`src/design/stpwm_pkg.sv`:
```
// Shared widths, register codes and the period table of the slow time-proportioning PWM.
`timescale 1ns / 1ps

package stpwm_pkg;

   localparam int unsigned POWER_WIDTH     = 10;
   localparam int unsigned PHASE_WIDTH     = 16;
   localparam int unsigned SELECT_WIDTH    = 4;
   localparam int unsigned CSR_DATA_WIDTH  = 4;
   localparam int unsigned CSR_INDEX_WIDTH = 2;

   // Number of valid period table entries; higher selections use the last one.
   localparam int unsigned PERIOD_COUNT = 10;
   // Default full-scale power in per mille.
   localparam int unsigned FULL_SCALE   = 1000;
   // Longest phase that the table can produce.
   localparam int unsigned PHASE_MAX    = 50000;

   // Configuration register indexes.
   typedef enum logic [CSR_INDEX_WIDTH-1:0] {
      CSR_OUTPUT_MODE   = 2'd0,
      CSR_PERIOD_SELECT = 2'd1
   } csr_index_type;

   // Period in milliseconds for a selection, clamped to the valid entries.
   function automatic logic [PHASE_WIDTH-1:0] period_of(input logic [SELECT_WIDTH-1:0] sel);
      logic [SELECT_WIDTH-1:0] idx;
      logic [PHASE_WIDTH-1:0]  per;
      idx = sel;
      if (32'(sel) >= PERIOD_COUNT) begin
         idx = SELECT_WIDTH'(PERIOD_COUNT - 1);
      end
      case (idx)
         4'd0:    per = 16'd100;
         4'd1:    per = 16'd200;
         4'd2:    per = 16'd500;
         4'd3:    per = 16'd1000;
         4'd4:    per = 16'd2000;
         4'd5:    per = 16'd5000;
         4'd6:    per = 16'd10000;
         4'd7:    per = 16'd20000;
         4'd8:    per = 16'd50000;
         default: per = 16'd5;
      endcase
      return per;
   endfunction

endpackage

```
`src/design/slow_time_proportioning_pwm.sv`:
```
// Top level of the slow time-proportioning PWM: tick pipeline, phase counter and configuration.
//
//   Port group   Direction   Handshake             Contents
//   req_*        in          req_valid/req_ready   one tick with the present power
//   rsp_*        out         rsp_valid/rsp_ready   drive level and phase time left
//   csr_*        in          csr_write             register index and write data
//
// One request is taken every cycle while no held response backs up the pipeline.
// The datapath does the power times period multiply and the divide by full scale,
// done as a split reciprocal multiply with one correction step, in a pipeline of five stages.
// Reset is synchronous and needs no clearing pass.
// A held response stalls only the full stages behind it; empty stages still take requests.
`timescale 1ns / 1ps

module slow_time_proportioning_pwm #(
   parameter int unsigned FULL_SCALE = stpwm_pkg::FULL_SCALE
) (
   input  logic                                 clock,
   input  logic                                 reset,
   input  logic                                 req_valid,
   output logic                                 req_ready,
   input  logic [stpwm_pkg::POWER_WIDTH-1:0]    req_power,
   output logic                                 rsp_valid,
   input  logic                                 rsp_ready,
   output logic                                 rsp_drive,
   output logic [stpwm_pkg::PHASE_WIDTH-1:0]    rsp_phase_left,
   input  logic                                 csr_write,
   input  logic [stpwm_pkg::CSR_INDEX_WIDTH-1:0] csr_index,
   input  logic [stpwm_pkg::CSR_DATA_WIDTH-1:0] csr_wdata
);

   import stpwm_pkg::*;

   // Divide by full scale: floor(x * RECIP / 2^PROD_WIDTH) is the quotient or one below it.
   localparam int unsigned     PROD_WIDTH  = PHASE_WIDTH + POWER_WIDTH;
   localparam longint unsigned RECIP       = (64'd1 << PROD_WIDTH) / FULL_SCALE;
   localparam int unsigned     RECIP_WIDTH = $clog2(RECIP + 1);
   localparam int unsigned     LO_WIDTH    = PROD_WIDTH / 2;
   localparam int unsigned     HI_WIDTH    = PROD_WIDTH - LO_WIDTH;
   localparam int unsigned     SUM_WIDTH   = PROD_WIDTH + RECIP_WIDTH;

   localparam logic [RECIP_WIDTH-1:0] RECIP_VALUE = RECIP_WIDTH'(RECIP);
   localparam logic [POWER_WIDTH-1:0] FULL_POWER  = POWER_WIDTH'(FULL_SCALE);

   // Configuration and phase state.
   logic                    mode_ff;
   logic [SELECT_WIDTH-1:0] select_ff;
   logic                    level_ff;
   logic [PHASE_WIDTH-1:0]  remaining_ff;
   logic [PHASE_WIDTH-1:0]  interval_ff;
   logic [PHASE_WIDTH-1:0]  period;

   // Pipeline occupancy and load enables.
   logic [5:1] stage_valid_ff;
   logic [6:1] stage_load;

   // Stage registers.
   logic [POWER_WIDTH-1:0]          power_s1_ff;
   logic [POWER_WIDTH-1:0]          power_sat;
   logic [PROD_WIDTH-1:0]           prod_s2_ff;
   logic [PROD_WIDTH-1:0]           prod_in;
   logic [4:2]                      zero_ff;
   logic [4:2]                      full_ff;
   logic [PROD_WIDTH-1:0]           prod_s3_ff;
   logic [HI_WIDTH+RECIP_WIDTH-1:0] part_hi_ff;
   logic [HI_WIDTH+RECIP_WIDTH-1:0] part_hi_in;
   logic [LO_WIDTH+RECIP_WIDTH-1:0] part_lo_ff;
   logic [LO_WIDTH+RECIP_WIDTH-1:0] part_lo_in;
   logic [PROD_WIDTH-1:0]           prod_s4_ff;
   logic [SUM_WIDTH-1:0]            recip_sum;
   logic [PHASE_WIDTH-1:0]          quot_est_ff;
   logic [PHASE_WIDTH-1:0]          quot_est_in;
   logic [PROD_WIDTH-1:0]           quot_rem;
   logic [PHASE_WIDTH-1:0]          on_time_ff;
   logic [PHASE_WIDTH-1:0]          on_time_in;
   logic                            zero_s5_ff;
   logic                            full_s5_ff;

   // Output register.
   logic                   rsp_valid_ff;
   logic                   rsp_drive_ff;
   logic [PHASE_WIDTH-1:0] rsp_phase_ff;

   // Next state of the phase machine.
   logic [PHASE_WIDTH-1:0] off_time;
   logic                   level_in;
   logic [PHASE_WIDTH-1:0] remaining_in;
   logic [PHASE_WIDTH-1:0] interval_in;
   logic                   mode_in;
   logic [SELECT_WIDTH-1:0] select_in;
   logic                   restart;

   assign period = period_of(select_ff);

   // A stage loads when it is empty or its contents move on.
   always_comb begin
      stage_load[6] = !rsp_valid_ff || rsp_ready;
      for (int k = 5; k >= 1; k--) begin
         stage_load[k] = !stage_valid_ff[k] || stage_load[k+1];
      end
   end

   assign req_ready = stage_load[1];

   // Saturate the requested power at full scale.
   assign power_sat = (req_power > FULL_POWER) ? FULL_POWER : req_power;

   // Datapath of the on-time calculation.
   assign prod_in     = PROD_WIDTH'(period) * PROD_WIDTH'(power_s1_ff);
   assign part_hi_in  = (HI_WIDTH+RECIP_WIDTH)'(prod_s2_ff[PROD_WIDTH-1:LO_WIDTH])
                        * (HI_WIDTH+RECIP_WIDTH)'(RECIP_VALUE);
   assign part_lo_in  = (LO_WIDTH+RECIP_WIDTH)'(prod_s2_ff[LO_WIDTH-1:0])
                        * (LO_WIDTH+RECIP_WIDTH)'(RECIP_VALUE);
   assign recip_sum   = (SUM_WIDTH'(part_hi_ff) << LO_WIDTH) + SUM_WIDTH'(part_lo_ff);
   assign quot_est_in = recip_sum[PROD_WIDTH +: PHASE_WIDTH];
   assign quot_rem    = prod_s4_ff - PROD_WIDTH'(quot_est_ff) * PROD_WIDTH'(FULL_SCALE);
   assign on_time_in  = quot_est_ff + PHASE_WIDTH'(quot_rem >= PROD_WIDTH'(FULL_SCALE));

   // Pipeline stages; payload registers carry no reset.
   always_ff @(posedge clock) begin
      if (reset) begin
         stage_valid_ff <= '0;
      end else begin
         if (stage_load[1]) begin
            stage_valid_ff[1] <= req_valid;
         end
         for (int k = 2; k <= 5; k++) begin
            if (stage_load[k]) begin
               stage_valid_ff[k] <= stage_valid_ff[k-1];
            end
         end
      end
      if (stage_load[1]) begin
         power_s1_ff <= power_sat;
      end
      if (stage_load[2]) begin
         prod_s2_ff <= prod_in;
         zero_ff[2] <= (power_s1_ff == '0);
         full_ff[2] <= (power_s1_ff == FULL_POWER);
      end
      if (stage_load[3]) begin
         prod_s3_ff <= prod_s2_ff;
         part_hi_ff <= part_hi_in;
         part_lo_ff <= part_lo_in;
         zero_ff[3] <= zero_ff[2];
         full_ff[3] <= full_ff[2];
      end
      if (stage_load[4]) begin
         prod_s4_ff  <= prod_s3_ff;
         quot_est_ff <= quot_est_in;
         zero_ff[4]  <= zero_ff[3];
         full_ff[4]  <= full_ff[3];
      end
      if (stage_load[5]) begin
         on_time_ff <= on_time_in;
         zero_s5_ff <= zero_ff[4];
         full_s5_ff <= full_ff[4];
      end
   end

   // The off time is the full period less the on time.
   assign off_time = period - on_time_ff;

   // Phase machine and configuration writes.
   always_comb begin
      level_in     = level_ff;
      remaining_in = remaining_ff;
      interval_in  = interval_ff;
      mode_in      = mode_ff;
      select_in    = select_ff;
      restart      = 1'b0;
      if (stage_valid_ff[5] && stage_load[6]) begin
         if (!mode_ff) begin
            level_in = !zero_s5_ff;
         end else if (remaining_ff <= PHASE_WIDTH'(1)) begin
            if (level_ff) begin
               if (!full_s5_ff && off_time != '0) begin
                  level_in    = 1'b0;
                  interval_in = off_time;
               end
            end else begin
               if (!zero_s5_ff && on_time_ff != '0) begin
                  level_in    = 1'b1;
                  interval_in = on_time_ff;
               end
            end
            remaining_in = interval_in;
         end else begin
            remaining_in = remaining_ff - PHASE_WIDTH'(1);
         end
      end
      if (csr_write) begin
         case (csr_index)
            CSR_OUTPUT_MODE: begin
               mode_in = csr_wdata[0];
               restart = 1'b1;
            end
            CSR_PERIOD_SELECT: begin
               select_in = csr_wdata[SELECT_WIDTH-1:0];
               restart   = 1'b1;
            end
            default: begin
               restart = 1'b0;
            end
         endcase
      end
      if (restart) begin
         level_in     = 1'b0;
         interval_in  = period_of(select_in);
         remaining_in = interval_in;
      end
   end

   // State and output register.
   always_ff @(posedge clock) begin
      if (reset) begin
         mode_ff      <= 1'b0;
         select_ff    <= '0;
         level_ff     <= 1'b0;
         interval_ff  <= period_of('0);
         remaining_ff <= period_of('0);
         rsp_valid_ff <= 1'b0;
      end else begin
         mode_ff      <= mode_in;
         select_ff    <= select_in;
         level_ff     <= level_in;
         interval_ff  <= interval_in;
         remaining_ff <= remaining_in;
         if (stage_load[6]) begin
            rsp_valid_ff <= stage_valid_ff[5];
         end
      end
      if (stage_load[6]) begin
         rsp_drive_ff <= level_in;
         rsp_phase_ff <= mode_ff ? remaining_in : '0;
      end
   end

   assign rsp_valid      = rsp_valid_ff;
   assign rsp_drive      = rsp_drive_ff;
   assign rsp_phase_left = rsp_phase_ff;

endmodule

```
`config.mk`:
```
export PLATFORM = sky130hd
export DESIGN_NAME = slow_time_proportioning_pwm
export DESIGN_NICKNAME = d
export VERILOG_FILES = /design/src/design/stpwm_pkg.sv /design/src/design/slow_time_proportioning_pwm.sv
export SDC_FILE = /design/constraint.sdc
export NUM_CORES = 1
export LEC_CHECK = 0
export ABC_CLOCK_PERIOD_IN_PS = 7800
export BUFFER_PORTS_ARGS = -buffer_cell sky130_fd_sc_hd__buf_2
export CAP_MARGIN = 20
export CORE_ASPECT_RATIO = 0.7
export CORE_MARGIN = 8
export CORE_UTILIZATION = 59
export DETAILED_ROUTE_END_ITERATION = 10
export PLACE_DENSITY = 0.81
export SLEW_MARGIN = 20
export SYNTH_ARGS = -nofsm -noshare
export SYNTH_HDL_FRONTEND = slang
export SYNTH_SLANG_ARGS = --single-unit
```
`constraint.sdc`:
```
create_clock -name clock -period 7.8 [get_ports clock]
set_clock_uncertainty 0.2 [all_clocks]
set_input_delay 0.39 -clock clock [delete_from_list [all_inputs] [get_ports clock]]
set_output_delay 0.39 -clock clock [all_outputs]
set_load 0.1 [all_outputs]
```
==> results of run 1 <==
## what timing repair did
item                                   in CTS  in global routing
resized for setup                          16                 35
setup endpoints to repair                  15                 16
pin swaps                                   3                 15
hold buffers                               13                  0
endpoints found under the hold margin      12                  0
setup buffers                               7                  6
## registers in the layout, indices dropped and copies added, names as in the netlist, 3 cells and up
register / count
prod_s4_ff: 23
stage_valid_ff: 5
zero_ff: 3
rsp_phase_left: 16
part_hi_ff: 24
select_ff: 4
on_time_ff: 16
remaining_ff: 16
part_lo_ff: 15
full_ff: 3
prod_s2_ff: 26
interval_ff: 16
prod_s3_ff: 23
power_s1_ff: 10
quot_est_ff: 16
## worst min path at each step
stage / start / endpoint / cells after the start
2_1_floorplan: full_ff[2] / full_ff[3] / 0
3_3_place_gp: zero_ff[2] / zero_ff[3] / 0
3_5_place_dp: prod_s3_ff[5] / prod_s4_ff[5] / 0
4_1_cts: csr_index[0] / mode_ff / 3
5_1_grt: csr_index[0] / mode_ff / 3
6_report: csr_index[0] / mode_ff / 3
## cells by family after synthesis
group / count (synthesis)
multiplexers: 10
buffers and inverters: 390
XOR/XNOR: 128
AO/OA/AOI/OAI: 380
flip-flops: 222
AND/OR/NAND/NOR: 604
adder cells (fa/ha/maj): 521
## worst min-delay path, cell delays in order
cell and delay (ps):
sky130_fd_sc_hd__buf_2 100, sky130_fd_sc_hd__o21ai_0 80, sky130_fd_sc_hd__a21oi_1 140
## layout by cell type (no fill, tap or decap), drive strengths merged, types with 15 or more instances in the layout
cell    synthesis  layout
a211oi         16      16
a21o           30      30
a21oi          94      94
a31oi          25      25
and2           84      84
and3           27      27
buf             3     126
clkbuf         54      25
dfxtp          44      44
edfxtp        178     178
fa            194     194
ha            327     327
inv           333     335
nand2         174     174
nand2b         15      15
nand3          43      43
nand4          18      18
nor2          128     128
nor2b          20      20
nor3           44      44
o211ai         18      18
o21ai          81      81
xnor2          93      93
xor2           35      35
## metrics by stage
| step | utilization | instances |
|---|---|---|
| after floorplan | - | 2255 |
| after global routing | 0.665 | 2866 |
| final | 0.665 | 2866 |
| after detailed placement | 0.633 | 2799 |
| after CTS | 0.659 | 2860 |
| after global placement | 0.633 | 2799 |
## final cells by class
type | count | area share
clock inverters | 16 | 0.00646
inverters | 333 | 0.0505
clock buffers | 25 | 0.0235
repair buffers | 139 | 0.0403
well taps | 488 | 0.0246
multi-input cells | 1643 | 0.603
flip-flops and latches | 222 | 0.251
## metal layers
metal	wire (um)	share of wire	vias to the layer above	GRT usage
li1	-	-	7960	-
met1	25000	0.44	8560	0.358
met2	25000	0.44	756	0.406
met3	5110	0.090	117	0.0408
met4	1440	0.025	0	0.0613
met5	0	0	-	0
==> flow_summary.yaml, run 1 <==
die:
  initial_utilization: 0.602
  die-width_um: 249
  ioPinCount: 40
  core_area_um2: 37300
  placement_rows: 59
  die_area_um2: 44600
  floorplan.die.height_um: 179
yosys:
  post_synth_design_cell_area_um2: 22400
  synth_area_leaders: "sky130_fd_sc_hd__edfxtp_1 24%, sky130_fd_sc_hd__ha_1 18%, sky130_fd_sc_hd__fa_1 17%, sky130_fd_sc_hd__inv_1 5.6%, sky130_fd_sc_hd__dfxtp_1 3.9%"
  synthSimpleGateAreaFrac: 0.132
  syn_avg_cell_area_um2: 9.94
  netlist_instances: 2255
  synth_fa_ha_area_frac: 0.356
  async_reset_ff_frac: 0
  synth.ff_latch_count: 222
  yosys_warnings: 0
  synth_enable_flop_cells: 178
  synth_xor_area_frac: 0.0500
  synth.lib_cells_used.distinct: 71
  synth.top_cell.area_share: 0.238
  dominant_combinational_cell_family_by_area_after_synthesis: "adder cells"
  yosys.area.top_type: "sky130_fd_sc_hd__edfxtp_1"
  synthFlopType: "sky130_fd_sc_hd__edfxtp_1"
  top_count_cell_post_synth: "sky130_fd_sc_hd__inv_1"
  top_cells_by_count_synth: "333 x sky130_fd_sc_hd__inv_1, 327 x sky130_fd_sc_hd__ha_1, 194 x sky130_fd_sc_hd__fa_1, 178 x sky130_fd_sc_hd__edfxtp_1, 173 x sky130_fd_sc_hd__nand2_1"
  synth-compound-area-share: 0.114
  synth_mux_area_frac: 0.00458
  synth.yosys.seq_area_share: 0.278
  postSynthNetCount: 2797
global_route:
  initial_antenna_violation_count: 1
  grt_pass1_vias: 17700
  track_usage: 0.253
  grt_first_pass_wirelength_um: 91800
  grt_start_max_net_pins: 65
  grt_remaining_overflow: 0
cells_and_area:
  area.sequential_um2: 6230
  multi_input_gate_area_um2: 14900
  design.final.nets: 2904
  filler_cell_count: 2767
  stdcell_area_um2: 24800
  antenna_cells_inserted: 0
  layout_cell_share_with_drive_strength_beyond_1: 0.101
  area_growth_syn_to_layout_pct: 10.5
timing:
  period_minus_slack_ps: 7760
  timing.final.hold_violations: 0
  setup_ws_ps: 41.5
  maxSlewHeadroom: 0.363
  grt_setup_unrepaired: "true"
  post-route-period-util: 0.995
  setup_tns_ps: 0
  worst-slew-pin-transition_ps: 948
  fmaxAchievable_mhz: 129
  slew_viol_final: 0
  report.final.setup_viol: 0
  final.hold.worst_slack_ps: 16.4
flow_run:
  max-cap-violations: 0
placed_design:
  detailedPlacementHpwl_um: 44500
  io_buffer_count: 39
  place_ws_ps: -378
  gp_congestion: 0.947
  placement.cell_area_um2: 23600
hold_path:
  min-delay-path-class: "in2reg"
critical_path:
  critical-path-max-stage-delay_ps: 600
  crit_start: "quot_est_ff[2]"
  start_kind: "flop"
  reg2regPathDepth: 30
  critPathRequiredTime_ps: 7880
  ff2ff_setup_slack_ps: 40
  critPathMostFrequentCell: "sky130_fd_sc_hd__fa_1"
  crit_path_end_kind: "flop"
  timing.rr.end: "on_time_ff[8]"
  critical_path_arrival_ps: 7830
  r2r_start: "quot_est_ff[2]"
  worst-path-max-fanout: 5
  critical_path.endpoint: "on_time_ff[8]"
  timing.critical_path.slowest_stage_cell: "sky130_fd_sc_hd__or4b_4"
  worstPathBufferInverterCount: 6
  instance_count_on_the_critical_path: 30
  criticalPathCategory: "reg2reg"
  cpLargestDelayFamily: "adder cells"
cts:
  clk_pin_slew_ps: 70
  clock_latency_ps: 530
  h-tree-depth: 1
  cts_made_buffers: 23
  maximum_clock_path_buffer_count: 3
  clock_tree.root_cell: "sky130_fd_sc_hd__clkbuf_16"
  cts_tree: "built"
  cts.sink_count: 222
detailed_routing:
  routed-via-count: 17400
  ant_nets: 0
  drt_iter0_drc: 1591
  vias_per_cell: 6.07
  wl_um: 56600
  detail_route.first_pass.iterations: 6
  count_of_unresolved_drc_violations_after_routing: 0
  avg_wl_per_cell_um: 19.7
outcome:
  status: "complete, no violations"
Power of run 1 is left out: the tool's default activity adds up to more than one toggle a clock period on the data nets, which glitch-free logic cannot reach.
==> run 2, diff against run 1 <==
Settings changed: ABC_AREA from default to 1.
==> run 2 against run 1 <==
Net effect: fmax up 4.9%; first-iteration DRC count increased by 9.2%; highest routed layer unchanged; final cell count up 11%; largest cell class unchanged; sequential cell count is the same; synthesized cell count up 16%; sequential share of layout area rose by 0.29 points; die area grew 1.8%; synthesized area increased by 2.0%.
==> flow_summary.yaml, run 2 <==
outcome:
  status: "complete, no violations"
cts:
  maximum_clock_path_buffer_count: 3
  cts_made_buffers: 23
  cts.sink_count: 222
  clock_latency_ps: 540
  clock_tree.root_cell: "sky130_fd_sc_hd__clkbuf_16"
  h-tree-depth: 1
  cts_tree: "built"
  clk_pin_slew_ps: 70
placed_design:
  gp_congestion: 0.965
  detailedPlacementHpwl_um: 46300
  io_buffer_count: 39
  place_ws_ps: 72.5
yosys:
  synth_enable_flop_cells: 178
  post_synth_design_cell_area_um2: 22900
  yosys_warnings: 0
  top_cells_by_count_synth: "503 x sky130_fd_sc_hd__inv_1, 445 x sky130_fd_sc_hd__nand2_1, 327 x sky130_fd_sc_hd__ha_1, 221 x sky130_fd_sc_hd__nor2_1, 199 x sky130_fd_sc_hd__a21oi_1"
  async_reset_ff_frac: 0
  synth.top_cell.area_share: 0.234
  top_count_cell_post_synth: "sky130_fd_sc_hd__inv_1"
  synth_area_leaders: "sky130_fd_sc_hd__edfxtp_1 23%, sky130_fd_sc_hd__ha_1 18%, sky130_fd_sc_hd__fa_1 17%, sky130_fd_sc_hd__inv_1 8.3%, sky130_fd_sc_hd__nand2_1 7.3%"
  synth.yosys.seq_area_share: 0.272
  synth.ff_latch_count: 222
  syn_avg_cell_area_um2: 8.73
  yosys.area.top_type: "sky130_fd_sc_hd__edfxtp_1"
  synth.lib_cells_used.distinct: 56
  netlist_instances: 2620
  synthFlopType: "sky130_fd_sc_hd__edfxtp_1"
  postSynthNetCount: 3162
timing:
  fmaxAchievable_mhz: 135
  maxSlewHeadroom: 0.416
  slew_viol_final: 0
  post-route-period-util: 0.948
  worst-slew-pin-transition_ps: 876
  report.final.setup_viol: 0
  setup_ws_ps: 404
  period_minus_slack_ps: 7400
  setup_tns_ps: 0
  timing.final.hold_violations: 0
cells_and_area:
  multi_input_gate_area_um2: 14600
  largestRegisters: "prod_s2_ff (26), part_hi_ff (24)"
  largest_reg_flops: 26
  area.sequential_um2: 6230
  largest-register: "prod_s2_ff"
  layout_commonest_cell: "sky130_fd_sc_hd__inv_1"
  filler_cell_count: 3091
  mostFrequentLayoutCells: "499 x sky130_fd_sc_hd__inv_1, 445 x sky130_fd_sc_hd__nand2_1, 327 x sky130_fd_sc_hd__ha_1, 220 x sky130_fd_sc_hd__nor2_1, 199 x sky130_fd_sc_hd__a21oi_1"
  area_growth_syn_to_layout_pct: 7.09
  design.final.nets: 3214
  layout_cell_share_with_drive_strength_beyond_1: 0.0480
detailed_routing:
  routed-via-count: 18300
  avg_wl_per_cell_um: 18.0
  ant_nets: 0
  vias_per_cell: 5.74
  count_of_unresolved_drc_violations_after_routing: 0
  wl_um: 57400
  drt_iter0_drc: 1737
  detail_route.first_pass.iterations: 8
critical_path:
  start_kind: "flop"
  critical_path_arrival_ps: 7480
  worst-path-max-fanout: 5
  critPathRequiredTime_ps: 7880
  timing.critical_path.slowest_stage_cell: "sky130_fd_sc_hd__fa_1"
  critical-path-max-stage-delay_ps: 510
  crit_path_end_kind: "flop"
  criticalPathCategory: "reg2reg"
die:
  placement_rows: 60
  ioPinCount: 40
  floorplan.die.height_um: 181
  die_area_um2: 45400
  core_area_um2: 38300
  die-width_um: 251
  initial_utilization: 0.597
global_route:
  grt_remaining_overflow: 0
  track_usage: 0.252
  grt_first_pass_wirelength_um: 94200
  grt_pass1_vias: 18400
  grt_start_max_net_pins: 66
  initial_antenna_violation_count: 2
flow_run:
  max-cap-violations: 0
hold_path:
  min-delay-path-class: "in2reg"
==> run 2: cell types whose count changed after synthesis, moves of 26 or more <==
cell,before,now
sky130_fd_sc_hd__a21oi_1,94,199
sky130_fd_sc_hd__and2_1,84,2
sky130_fd_sc_hd__and3_1,27,1
sky130_fd_sc_hd__inv_1,333,503
sky130_fd_sc_hd__nand2_1,173,445
sky130_fd_sc_hd__nand3_1,43,82
sky130_fd_sc_hd__nor2_1,128,221
sky130_fd_sc_hd__o21ai_0,63,89
sky130_fd_sc_hd__xnor2_1,93,45
sky130_fd_sc_hd__xor2_1,35,77
==> run 2: worst max-delay path: cells and delay by family, from the launching register on <==
kind / cells / cell delay, ps
XOR/XNOR: 2 / 300
AO/OA/AOI/OAI: 8 / 1570
flip-flops: 1 / 480
buffers and inverters: 4 / 390
AND/OR/NAND/NOR: 9 / 1200
adder cells (fa/ha/maj): 8 / 3000
==> run 2: area by class of cell <==
type | instances | area share
timing repair buffer | 64 | 0.0170
sequential | 222 | 0.254
clock buffer | 30 | 0.0267
inverter | 509 | 0.0781
antenna | 1 | 0.000102
tap | 496 | 0.0253
clock inverter | 11 | 0.00281
multi-input combinational | 1852 | 0.596
==> run 2: final timing paths <==
check                 start              to  slack, ps  cells past startpoint
max          quot_est_ff[2]  on_time_ff[12]        400                     31
min            csr_wdata[3]    select_ff[3]         80                      4
max reg2reg  quot_est_ff[2]  on_time_ff[12]        400                     31
min reg2reg   prod_s3_ff[8]   prod_s4_ff[8]        220                      0
==> run 2: logic make-up after synthesis <==
kind of cell | share of synthesized area
buffers and inverters | 0.0906
adder cells (fa/ha/maj) | 0.349
AO/OA/AOI/OAI | 0.0915
XOR/XNOR | 0.0467
flip-flops | 0.272
AND/OR/NAND/NOR | 0.150
==> run 2: metrics by stage <==
step / hold slack [ps] / utilization / instances / area (um^2)
floorplan: 200 / - / 2620 / 22900
global placement: 203 / 0.616 / 3127 / 23600
detailed placement: 205 / 0.616 / 3127 / 23600
CTS: 54.9 / 0.639 / 3181 / 24400
global route: 107 / 0.640 / 3185 / 24500
finish: 83.2 / 0.640 / 3185 / 24500
==> run 2: repair_timing <==
item | 4_1_cts | 5_1_grt
setup endpoints to repair | 0 | 15
hold buffers | 13 | 0
hold endpoints to repair | 12 | 0
setup buffers | 0 | 3
resized for setup | 0 | 12
==> run 2: routing by layer <==
layer | vias to the layer above | global-route usage | wire length (um)
li1 | 8589 | - | -
met5 | - | 0 | 0
met1 | 8730 | 0.366 | 25600
met2 | 816 | 0.388 | 24700
met4 | 0 | 0.0611 | 1570
met3 | 148 | 0.0472 | 5540
Power of run 2 is left out for the same reason.
